`config.mk`:
```
export PLATFORM = sky130hd
export DESIGN_NAME = bfsk_ctrl
export DESIGN_NICKNAME = d
export VERILOG_FILES = /design/src/rtl/bloom_filter_string_keys_assert.svh /design/src/rtl/bfsk_pkg.sv /design/src/rtl/bfsk_ctrl.sv
export SDC_FILE = /design/constraint.sdc
export NUM_CORES = 1
export LEC_CHECK = 0
export ABC_AREA = 1
export BUFFER_PORTS_ARGS = -buffer_cell sky130_fd_sc_hd__buf_4
export CAP_MARGIN = 40
export CORE_AREA = 2 2 39 41
export CTS_CLUSTER_SIZE = 14
export DETAILED_ROUTE_END_ITERATION = 16
export DIE_AREA = 0 0 41 43
export PLACE_DENSITY = 0.56
export SYNTH_ARGS = -nofsm -noshare
export SYNTH_HDL_FRONTEND = slang
export SYNTH_SLANG_ARGS = --single-unit
```
`constraint.sdc`:
```
create_clock -name clk -period 1.9 [get_ports clk]
set_clock_uncertainty 0.15 [all_clocks]
set_input_delay 0.285 -clock clk [delete_from_list [all_inputs] [get_ports clk]]
set_output_delay 0.285 -clock clk [all_outputs]
set_load 0.02 [all_outputs]
```
`src/rtl/bloom_filter_string_keys_assert.svh`:
```
// Assertion macros used by the RTL top level.
`ifndef BLOOM_FILTER_STRING_KEYS_ASSERT_SVH
`define BLOOM_FILTER_STRING_KEYS_ASSERT_SVH

// Same-cycle implication, checked out of reset.
`define BFSK_ASSERT_IMP(label, clk, rst, ante, cons) \
  label: assert property (@(posedge clk) disable iff (rst) (ante) |-> (cons)) \
    else $error("bfsk: same-cycle check failed");

// Next-cycle implication, checked out of reset.
`define BFSK_ASSERT_NXT(label, clk, rst, ante, cons) \
  label: assert property (@(posedge clk) disable iff (rst) (ante) |=> (cons)) \
    else $error("bfsk: next-cycle check failed");

`endif

```
`src/rtl/bfsk_pkg.sv`:
```
package bfsk_pkg;

  // Field and register widths
  localparam int KEY_W     = 8;
  localparam int HASH_W    = 32;
  localparam int CFG_IDX_W = 2;
  localparam int CFG_W     = 13;
  localparam int FS_W      = 13;
  localparam int NH_W      = 4;
  localparam int BIT_CNT_W = $clog2(HASH_W);

  // Default sizing
  localparam int FILTER_BITS_DEF = 4096;
  localparam int MAX_HASHES_DEF  = 10;

  // Register indexes
  localparam logic [CFG_IDX_W-1:0] REG_FILTER_SIZE = 2'd0;
  localparam logic [CFG_IDX_W-1:0] REG_NUM_HASHES  = 2'd1;

  // Register reset values
  localparam logic [FS_W-1:0] FS_RESET = 13'd4096;
  localparam logic [NH_W-1:0] NH_RESET = 4'd6;

  // Hash constants
  localparam logic [HASH_W-1:0] HASH_SALT  = 32'd31;
  localparam logic [HASH_W-1:0] HASH_MUL   = 32'd11;
  localparam int                HASH_SHIFT = 5;

  // Controller to datapath
  typedef struct packed {
    logic clr_en;     // clearing sweep writes one bit
    logic hash_adv;   // advance accumulators by the input byte
    logic hash_first; // key end: point at first hash, arm the match flag
    logic hash_next;  // step to the next hash
    logic key_clear;  // zero the accumulators
    logic mod_start;  // start reducing the selected hash
    logic mem_set;    // set the probed bit
    logic mem_rd;     // read the probed bit
    logic acc_and;    // fold the read bit into the match flag
    logic emit;       // present the lookup result
  } bfsk_cmd_t;

  // Datapath to controller
  typedef struct packed {
    logic clr_last;
    logic mod_done;
    logic hash_last;
  } bfsk_sts_t;

  function automatic logic [HASH_W-1:0] asr(input logic [HASH_W-1:0] h);
    asr = $unsigned($signed(h) >>> HASH_SHIFT);
  endfunction

  // One byte step of hash number sel
  function automatic logic [HASH_W-1:0] hash_step(input logic [3:0] sel,
                                                  input logic [HASH_W-1:0] h,
                                                  input logic [HASH_W-1:0] b);
    logic [HASH_W-1:0] r;
    r = h;
    case (sel)
      4'd0:    r = h + b + HASH_SALT;
      4'd1:    r = h + b * 32'd31;
      4'd2:    r = h + (b + HASH_SALT) * HASH_MUL;
      4'd3:    r = asr(h) + b;
      4'd4:    r = (h << HASH_SHIFT) + b;
      4'd5:    r = (h << HASH_SHIFT) + asr(h) + b;
      4'd6:    r = h + b * HASH_MUL + HASH_SALT;
      4'd7:    r = ((h << HASH_SHIFT) + asr(h)) * HASH_MUL + b;
      4'd8:    r = asr(h) * HASH_MUL + b;
      4'd9:    r = (h << HASH_SHIFT) * HASH_MUL + b;
      default: r = h;
    endcase
    return r;
  endfunction

endpackage

```
`src/rtl/bfsk_ctrl.sv`:
```
// Sequencer: clearing sweep, byte intake, per-hash reduce and probe
module bfsk_ctrl (
  input  logic                clk,
  input  logic                rst,
  input  logic                start,
  input  logic                req_type,
  input  logic                key_end,
  output logic                busy,
  output bfsk_pkg::bfsk_cmd_t cmd,
  input  bfsk_pkg::bfsk_sts_t sts
);
  import bfsk_pkg::*;

  localparam logic [2:0] S_CLEAR  = 3'd0;
  localparam logic [2:0] S_IDLE   = 3'd1;
  localparam logic [2:0] S_LOAD   = 3'd2;
  localparam logic [2:0] S_DIV    = 3'd3;
  localparam logic [2:0] S_PROBE  = 3'd4;
  localparam logic [2:0] S_CHECK  = 3'd5;
  localparam logic [2:0] S_FINISH = 3'd6;

  logic [2:0] state;
  logic [2:0] state_next;
  logic       lookup;
  logic       lookup_next;

  assign busy = (state != S_IDLE);

  always_ff @(posedge clk) begin
    if (rst) begin
      state  <= S_CLEAR;
      lookup <= 1'b0;
    end else begin
      state  <= state_next;
      lookup <= lookup_next;
    end
  end

  // Next state and commands
  always_comb begin
    state_next  = state;
    lookup_next = lookup;
    cmd         = '0;
    unique case (state)
      S_CLEAR: begin
        cmd.clr_en = 1'b1;
        if (sts.clr_last) begin
          state_next = S_IDLE;
        end
      end
      S_IDLE: begin
        if (start) begin
          cmd.hash_adv = 1'b1;
          if (key_end) begin
            cmd.hash_first = 1'b1;
            lookup_next    = req_type;
            state_next     = S_LOAD;
          end
        end
      end
      S_LOAD: begin
        cmd.mod_start = 1'b1;
        state_next    = S_DIV;
      end
      S_DIV: begin
        if (sts.mod_done) begin
          state_next = S_PROBE;
        end
      end
      S_PROBE: begin
        if (lookup) begin
          cmd.mem_rd = 1'b1;
          state_next = S_CHECK;
        end else begin
          cmd.mem_set = 1'b1;
          if (sts.hash_last) begin
            state_next = S_FINISH;
          end else begin
            cmd.hash_next = 1'b1;
            state_next    = S_LOAD;
          end
        end
      end
      S_CHECK: begin
        cmd.acc_and = 1'b1;
        if (sts.hash_last) begin
          state_next = S_FINISH;
        end else begin
          cmd.hash_next = 1'b1;
          state_next    = S_LOAD;
        end
      end
      S_FINISH: begin
        cmd.key_clear = 1'b1;
        cmd.emit      = lookup;
        state_next    = S_IDLE;
      end
      default: begin
        state_next = S_IDLE;
      end
    endcase
  end

endmodule

```
Word-level counts from Yosys, hierarchy flattened
Cells that the tools add are included.
{"block": "word_totals", "inputBits": 8, "output_inout_bits": 11, "elab_cells": 37, "register_bits": 4}
{"block": "op_classes", "n_reduce_logical": 3, "n_mux": 21, "eq_ne": 11}
{"op": "3-bit 2-to-1 mux", "count": 6}
{"op": "3-bit one-hot mux with 6 select lines", "count": 1}
{"op": "1-bit 2-to-1 mux", "count": 10}
{"op": "3-bit == test, second input constant", "count": 3}
{"op": "2-bit inequality test, second input constant", "count": 4}
{"op": "3-bit by 2-bit == test with 1-bit output, second input constant", "count": 2}
{"op": "2-bit 2-to-1 mux", "count": 3}
{"op": "4-bit AND reduction", "count": 1}
{"op": "3-bit by 1-bit == test with 1-bit output, second input constant", "count": 1}
{"op": "3-bit logical NOT", "count": 1}
{"op": "3-bit by 1-bit inequality test with 1-bit output, second input constant", "count": 1}
{"op": "3-bit AND reduction", "count": 1}
{"op": "1-bit one-hot mux with 2 select lines", "count": 1}

Longest topological paths before layout
Gate-level depths: netlist (run 1).
{"block": "depth", "word_depth": 3, "depth_mapped": 8, "ltp_nobuf": 7}

Worst setup path after synthesis (run 1)
No wires, ideal clock.
{"block": "synth_timing", "path_type": "reg-to-output", "from": "reg state[1]", "to": "out cmd[6] (netlist bit)", "arrival_time_ps": 1295, "t_required_ps": 1465, "stages_incl_launch_ff": 6, "setup_slack_ps": 170, "n_path_buf": 0, "cell_sequence": "dfxtp_1 -> inv_2 -> nand2_1 -> nor2_1 -> o21ai_0 -> nor2_1"}
{"element": "start: declaration", "line_no": "bfsk_ctrl.sv:22", "rtl": "logic [2:0] state;"}
{"element": "start signal: assignment", "line_no": "bfsk_ctrl.sv:34", "rtl": "state <= state_next;"}
{"element": "end: declaration", "line_no": "bfsk_ctrl.sv:9", "rtl": "output bfsk_pkg::bfsk_cmd_t cmd,"}

==> results.rst, run 1 <==
.. list-table::
   :header-rows: 1

   * - Metric
     - Value
   * - Run status
     - complete, no violations
   * - Core area
     - 0.00138 sq mm
   * - Number of buffers between clock root and the deepest sink
     - 2
   * - Cell repeated most along the worst path
     - sky130_fd_sc_hd__nor2_1
   * - Clock buffer count from CTS
     - 3
   * - Chip Width
     - 41 microns
   * - Unrepaired setup endpoints after global routing
     - no
   * - Max stage delay cell, worst path
     - sky130_fd_sc_hd__dfxtp_1
   * - Leading cell type by number of instances after synthesis
     - sky130_fd_sc_hd__nor2_1
   * - Drt first-iter violations
     - 8
   * - Initial core utilization
     - 0.242
   * - Top cell types by occurrence after synthesis
     - sky130_fd_sc_hd__nor2_1 (13), sky130_fd_sc_hd__nand2_1 (9), sky130_fd_sc_hd__inv_1 (7)
   * - Critical path class
     - flop to primary output
   * - Number of nets at the end of the flow
     - 87
   * - Mean number of vias per cell
     - 4.43
   * - Placed Area
     - 479 sq um
   * - Synthesis-to-layout area growth
     - 50.0%
   * - Number of cells on the worst reg-to-reg path
     - 6
   * - Arrival time of the worst setup path
     - 1.31 ns
   * - Area fraction of the dominant cell type after synthesis
     - 0.239
   * - Number of enable flip-flop cells after synthesis
     - 0
   * - Part of the Yosys area used for sequential elements
     - 0.239
   * - Required arrival time at the worst endpoint
     - 1.46 ns
   * - HPWL after detailed placement
     - 731 microns
   * - Postcts setup bufs
     - 0
   * - Residual overflow from global routing
     - 0
   * - Average footprint of a synthesized cell
     - 5.99 sq um
   * - Kind of launch point of the worst setup path
     - flop
   * - Maxcap violations
     - 0
   * - Cell family contributing the most delay on the critical path
     - flip-flops
   * - Count of buffers from port buffering
     - 18
   * - Cells along the critical path
     - inv_2, nand2_1, nor2_1, o21ai_0, nor2_1, buf_4
   * - Library cell used as clock root buffer
     - sky130_fd_sc_hd__clkbuf_4
   * - Async set-or-reset flop fraction in the synthesized netlist
     - 0
   * - Maximum clock frequency
     - 573 MHz
   * - Distinct cell type count of the synthesized netlist
     - 15
   * - Global-route wire length before repair
     - 1.46 mm
   * - Insertion delay to the later sink of the worst-skew pair
     - 0.24 ns
   * - Total routing usage reported by global routing
     - 0.121
   * - Cell depth of the worst min-delay path
     - 2
   * - Critical path capture point type
     - primary output
   * - Slew HR
     - 0.838
   * - # IOs
     - 19
   * - Static Leak
     - 0.281 nW
   * - Net count after synthesis
     - 65
   * - Antenna diode count
     - 0
   * - Clk pin slew, worst setup/hold paths
     - 0.03 ns
   * - Power per Cell Area
     - 556 mW/mm^2
   * - Die height
     - 43 microns
   * - Minimum clock period after layout
     - 1.75 ns
   * - Post-Syn Area
     - 335 sq um
   * - Max H-tree Level
     - 1
   * - Peak supply drop
     - 0.246 mV
   * - Post-route setup TNS
     - 0 ns
   * - #FFs+latches synth
     - 4
   * - DRT Wirelength
     - 882 microns
   * - Pin slew with the least headroom to its limit
     - 0.243 ns
   * - Warning count from the yosys run
     - 0
   * - Maximum number of pins on one net before global-route repair
     - 11
   * - Post-synth top area cell
     - sky130_fd_sc_hd__dfxtp_1
   * - Vias in the first global route
     - 381
   * - Total of endpoints with negative setup slack in the final report
     - 0
   * - Main area contributors after synthesis
     - sky130_fd_sc_hd__dfxtp_1 (24%), sky130_fd_sc_hd__nor2_1 (15%), sky130_fd_sc_hd__nand2_1 (10%), sky130_fd_sc_hd__inv_1 (7.8%), sky130_fd_sc_hd__nand3_1 (6.0%)
   * - DRT Pass-1 Iters
     - 4
   * - Number of antenna violations at the first check in global routing
     - 0
   * - Layout cell share with drive strength beyond 1
     - 0.342
   * - Routed wire per std cell
     - 9.59 microns
   * - RD Place Congestion
     - 0.698
   * - Number of clock sinks seen by CTS
     - 4
   * - Clock tree from TritonCTS
     - yes
   * - Non-Filler Cell Area, Final
     - 503 sq um
   * - Antenna Nets Post-Route
     - 0
   * - Hold-fix buffers, CTS
     - 0
   * - Critical path depth
     - 6
   * - Via count
     - 408
   * - Commonest register cell after synthesis
     - sky130_fd_sc_hd__dfxtp_1
   * - Portion of the clock cycle consumed by the worst path in the final layout
     - 0.919
   * - Max incr delay on CP
     - 0.43 ns
   * - Biggest fanout along the worst timing path
     - 7
   * - Final hold slack
     - 0.0653 ns
   * - Buf/Inv on CP
     - 2
   * - Hold Fails Final Rpt
     - 0
   * - Final-report max-slew violation count
     - 0
   * - Number of cells produced by synthesis
     - 56
   * - Kind of path behind the tightest hold check
     - primary input to flop
   * - Count of standard-cell rows
     - 14
   * - Post-route DRC
     - 0
   * - DIE AREA
     - 0.00176 sq mm
==> report_power, final <==
group          switching, mW  internal, mW
clock network         0.0349        0.0706
registers            0.00876        0.0895
logic                 0.0408        0.0349
total                 0.0845         0.195
==> per-stage QoR <==
| step | cells | util | total power [mW] | setup slack (ns) |
|---|---|---|---|---|
| global placement | 89 | 0.346 | 0.175 | 0.370 |
| floorplan | 56 | - | 0.148 | 0.170 |
| finish | 92 | 0.363 | 0.280 | 0.155 |
| CTS | 92 | 0.363 | 0.284 | 0.0818 |
| global route | 92 | 0.363 | 0.299 | 0.0307 |
| detailed placement | 89 | 0.346 | 0.175 | 0.345 |
==> final timing paths <==
kind / slack [ns] / endpoint / from
setup reg to reg: 0.41 / state[0] / state[1]
hold / removal: 0.07 / state[1] / rst
setup / recovery: 0.15 / cmd[6] / state[1]
hold reg to reg: 0.39 / lookup / lookup
==> cells by family (layout without fill, tap and decap cells) <==
| logic type | Yosys count | after routing | share of synthesized area |
|---|---|---|---|
| fa+ha+maj | 1 | 1 | 0.0373 |
| flops | 4 | 4 | 0.239 |
| compound gates | 4 | 4 | 0.0597 |
| buf+inv | 11 | 31 | 0.146 |
| simple gates | 36 | 36 | 0.519 |
==> area by class of cell <==
class | count | area, sq um
clock buffer | 3 | 22.5
fill | 152 | 881
inverter | 10 | 37.5
multi-input combinational | 41 | 206
sequential | 4 | 81.3
tap | 16 | 20.0
timing repair buffer | 18 | 135
==> layer usage <==
metal,vias to the layer above,GRT usage,wire length (microns),part of all wire
met5,-,0,0,0
met4,0,0.0600,0,0
met3,0,0.0471,53,0.060
li1,220,-,-,-
met1,175,0.148,364,0.41
met2,13,0.178,463,0.52
==> sequential cells by signal, indices dropped and copies added (netlist names) <==
name and flops:
lookup 1, state 3
==> timing repair <==
action	CTS	global route
endpoints found under the setup margin	0	1
gates resized for setup	0	1
hold endpoints to repair	0	0
==> cells in the final DEF, fill, tap and decap left out, types with 2 or more instances in the layout <==
cell / instances
sky130_fd_sc_hd__clkbuf_4: 3
sky130_fd_sc_hd__nor3_1: 4
sky130_fd_sc_hd__nand4_1: 2
sky130_fd_sc_hd__o21ai_0: 3
sky130_fd_sc_hd__inv_1: 7
sky130_fd_sc_hd__buf_4: 18
sky130_fd_sc_hd__nand3b_1: 2
sky130_fd_sc_hd__inv_2: 3
sky130_fd_sc_hd__nand2_1: 9
sky130_fd_sc_hd__nor2_1: 13
sky130_fd_sc_hd__nand3_1: 4
sky130_fd_sc_hd__dfxtp_1: 3
(Power assumes the default switching activity.)
==> inputs of run 2 (changes only) <==
--- a/config.mk
+++ b/config.mk
@@ -12,7 +12,7 @@
 export CTS_CLUSTER_SIZE = 14
 export DETAILED_ROUTE_END_ITERATION = 16
 export DIE_AREA = 0 0 41 43
-export PLACE_DENSITY = 0.56
+export PLACE_DENSITY = 0.57
 export SYNTH_ARGS = -nofsm -noshare
 export SYNTH_HDL_FRONTEND = slang
 export SYNTH_SLANG_ARGS = --single-unit
==> constraint.sdc (replaced) <==
create_clock -name clk -period 1.5 [get_ports clk]
set_clock_uncertainty 0.15 [all_clocks]
set_input_delay 0.225 -clock clk [delete_from_list [all_inputs] [get_ports clk]]
set_output_delay 0.225 -clock clk [all_outputs]
set_load 0.02 [all_outputs]
==> run 2 against run 1 <==
Compared with the run above: combinational power rose by 92%; largest power group is now combinational logic; highest routed layer is now met4; register-to-register slack got worse by 0.27 ns; critical endpoint unchanged; routed wire length rose by 17%; sequential share of layout area fell by 2.6 points; global-route usage rose by 1.8 points; non-clock buffer count rose by 10; the flow now finishes with violations (negative setup slack).
==> results.rst, run 2 (synthesis gave the netlist of run 1 again) <==
.. list-table::
   :header-rows: 1

   * - Metric
     - Value
   * - Top Registers
     - state x3, lookup x1 (unchanged)
   * - Arrival time of the worst setup path
     - 1.15 ns (was 1.31 ns)
   * - Insertion delay to the later sink of the worst-skew pair
     - 0.24 ns (about the same)
   * - Number of clock sinks seen by CTS
     - 4 (unchanged)
   * - HPWL after detailed placement
     - 664 microns (was 731 microns)
   * - Placed cell count
     - 90 (was 89)
   * - Number of cells on the worst reg-to-reg path
     - 6 (unchanged)
   * - Routed wire per std cell
     - 10.1 microns (was 9.59 microns)
   * - Reg with most FFs
     - state (unchanged)
   * - Maxcap violations
     - 0 (unchanged)
   * - Total of endpoints with negative setup slack in the final report
     - 3 (was 0)
   * - Maximum clock frequency
     - 655 MHz
   * - Post-route DRC
     - 0 (unchanged)
   * - # IOs
     - 19 (unchanged)
   * - Power per Cell Area
     - 605 mW/mm^2 (was 556 mW/mm^2)
   * - Antenna Nets Post-Route
     - 0 (unchanged)
   * - Max stage delay cell, worst path
     - sky130_fd_sc_hd__dfxtp_4 (was sky130_fd_sc_hd__dfxtp_1)
   * - Filler-free cell count of the finished design
     - 102 (was 92)
   * - Required arrival time at the worst endpoint
     - 1.12 ns (was 1.46 ns)
   * - Critical path capture point type
     - primary output (unchanged)
   * - Fill cells
     - 140 (was 152)
   * - Most common cell after layout, fill and taps aside
     - sky130_fd_sc_hd__buf_4 (unchanged)
   * - Count of buffers from port buffering
     - 18 (unchanged)
   * - Total routing usage reported by global routing
     - 0.139 (was 0.121)
   * - Number of nets at the end of the flow
     - 97 (was 87)
   * - Flip-flop count of the largest register, all copies and words added
     - 3 (unchanged)
   * - Mean number of vias per cell
     - 4.69 (was 4.43)
   * - Minimum clock period after layout
     - 1.53 ns
   * - Post-route setup TNS
     - -0.0485 ns (was 0 ns)
   * - Critical path class
     - flop to primary output (unchanged)
   * - Static Leak
     - 0.351 nW (was 0.281 nW)
   * - Via count
     - 478 (was 408)
   * - Max incr delay on CP
     - 0.37 ns (was 0.43 ns)
   * - Hold Fails Final Rpt
     - 0 (unchanged)
   * - Clock tree from TritonCTS
     - yes (unchanged)
   * - DIE AREA
     - 0.00176 sq mm (unchanged)
   * - Maximum number of pins on one net before global-route repair
     - 9 (was 11)
   * - Count of standard-cell rows
     - 14 (unchanged)
   * - Drt first-iter violations
     - 13 (was 8)
   * - Library cell used as clock root buffer
     - sky130_fd_sc_hd__clkbuf_4 (unchanged)
   * - RD Place Congestion
     - 0.750 (was 0.698)
   * - Global-route wire length before repair
     - 1.71 mm (was 1.46 mm)
   * - Violations in the final reports
     - negative setup slack
   * - Synthesis-to-layout area growth
     - 103% (was 50.0%)
   * - Number of buffers between clock root and the deepest sink
     - 2 (unchanged)
   * - Number of antenna violations at the first check in global routing
     - 0 (unchanged)
   * - Vias in the first global route
     - 412 (was 381)
   * - Kind of launch point of the worst setup path
     - flop (unchanged)
   * - Cells along the critical path
     - nor2_4, nand3_2, inv_2, o21ai_1, nor2_1, buf_4 (was inv_2, nand2_1, nor2_1, o21ai_0, nor2_1, buf_4)
   * - Slew HR
     - 0.869 (was 0.838)
   * - Residual overflow from global routing
     - 0 (unchanged)
   * - Portion of the clock cycle consumed by the worst path in the final layout
     - 1.02
   * - Final WS setup
     - -0.0266 ns (was 0.155 ns)
   * - Run status
     - complete, but fails checks (was complete, no violations)
   * - Clk pin slew, worst setup/hold paths
     - 0.05 ns (was 0.03 ns)
   * - Max H-tree Level
     - 1 (unchanged)
   * - Critical path depth
     - 6 (unchanged)
   * - Antenna diode count
     - 0 (unchanged)
   * - Biggest fanout along the worst timing path
     - 7 (unchanged)
   * - Chip Width
     - 41 microns (unchanged)
   * - Pin slew with the least headroom to its limit
     - 0.194 ns (was 0.243 ns)
   * - Final-report max-slew violation count
     - 0 (unchanged)
   * - DRT Pass-1 Iters
     - 4 (unchanged)
   * - Cell family contributing the most delay on the critical path
     - flip-flops (unchanged)
   * - Unrepaired setup endpoints after global routing
     - yes (was no)
   * - Kind of path behind the tightest hold check
     - primary input to flop (unchanged)
   * - Commonest non-fill, non-tap cells in the layout
     - sky130_fd_sc_hd__buf_4 (23), sky130_fd_sc_hd__nor2_1 (9), sky130_fd_sc_hd__nand2_1 (8) (was sky130_fd_sc_hd__buf_4 (18), sky130_fd_sc_hd__nor2_1 (13), sky130_fd_sc_hd__nand2_1 (9))
   * - Core area
     - 0.00138 sq mm (unchanged)
   * - Die height
     - 43 microns (unchanged)
   * - Cell depth of the worst min-delay path
     - 3 (was 2)
   * - Layout cell share with drive strength beyond 1
     - 0.547 (was 0.342)
   * - Peak supply drop
     - 0.240 mV (was 0.246 mV)
   * - DRT Wirelength
     - 1.03 mm (was 882 microns)
   * - Initial core utilization
     - 0.242 (unchanged)
   * - Buf/Inv on CP
     - 2 (unchanged)
   * - Clock buffer count from CTS
     - 3 (unchanged)
==> run 2: tightest hold or removal path, delay by kind of cell <==
family	cells	cell delay, ns
AND/OR/NAND/NOR	2	0.12
buffers and inverters	1	0.08
==> run 2: worst paths after layout <==
check	start	endpoint	slack (ns)
worst min-delay path	req_type	lookup	0.06
worst min register to register	lookup	lookup	0.38
worst max-delay path	state[0]	cmd[6]	-0.03
worst max register to register	state[1]	state[0]	0.14
==> run 2: stage by stage <==
stage | instance area (sq um) | hold WS, ns | power, mW | setup WS (ns) | util
2_1_floorplan | 344 | 0.147 | 0.189 | -0.0663 | -
3_3_place_gp | 495 | 0.244 | 0.227 | 0.0326 | 0.358
3_5_place_dp | 495 | 0.246 | 0.226 | 0.0434 | 0.358
4_1_cts | 647 | 0.0681 | 0.399 | -0.0429 | 0.467
5_1_grt | 681 | 0.0792 | 0.433 | -0.0900 | 0.492
6_report | 681 | 0.0630 | 0.412 | -0.0266 | 0.492
==> run 2: metal layers <==
metal | GRT usage | share of wire
met3 | 0.0157 | 0.054
met2 | 0.191 | 0.48
met4 | 0.0800 | 0.018
met1 | 0.202 | 0.44
met5 | 0 | 0
==> run 2: final cells by class <==
class	count	area (sq um)	area share
tap	16	20.0	0.0294
multi-input combinational	41	264	0.388
timing repair buffer	28	236	0.347
clock buffer	3	22.5	0.0331
sequential	4	92.6	0.136
inverter	10	45.0	0.0662
==> run 2: what timing repair did <==
action / in CTS / in global routing
setup buffers: 5 / 3
pin swaps: 4 / 4
hold endpoints to repair: 1 / 0
hold buffers: 1 / 0
gates resized for setup: 22 / 4
gates cloned: 0 / 0
setup endpoints to repair: 8 / 8
==> run 2: power by group <==
group,internal (mW),switching [mW]
Combinational,0.0753,0.0699
Sequential,0.110,0.0129
Clock,0.0902,0.0534
Total,0.276,0.136
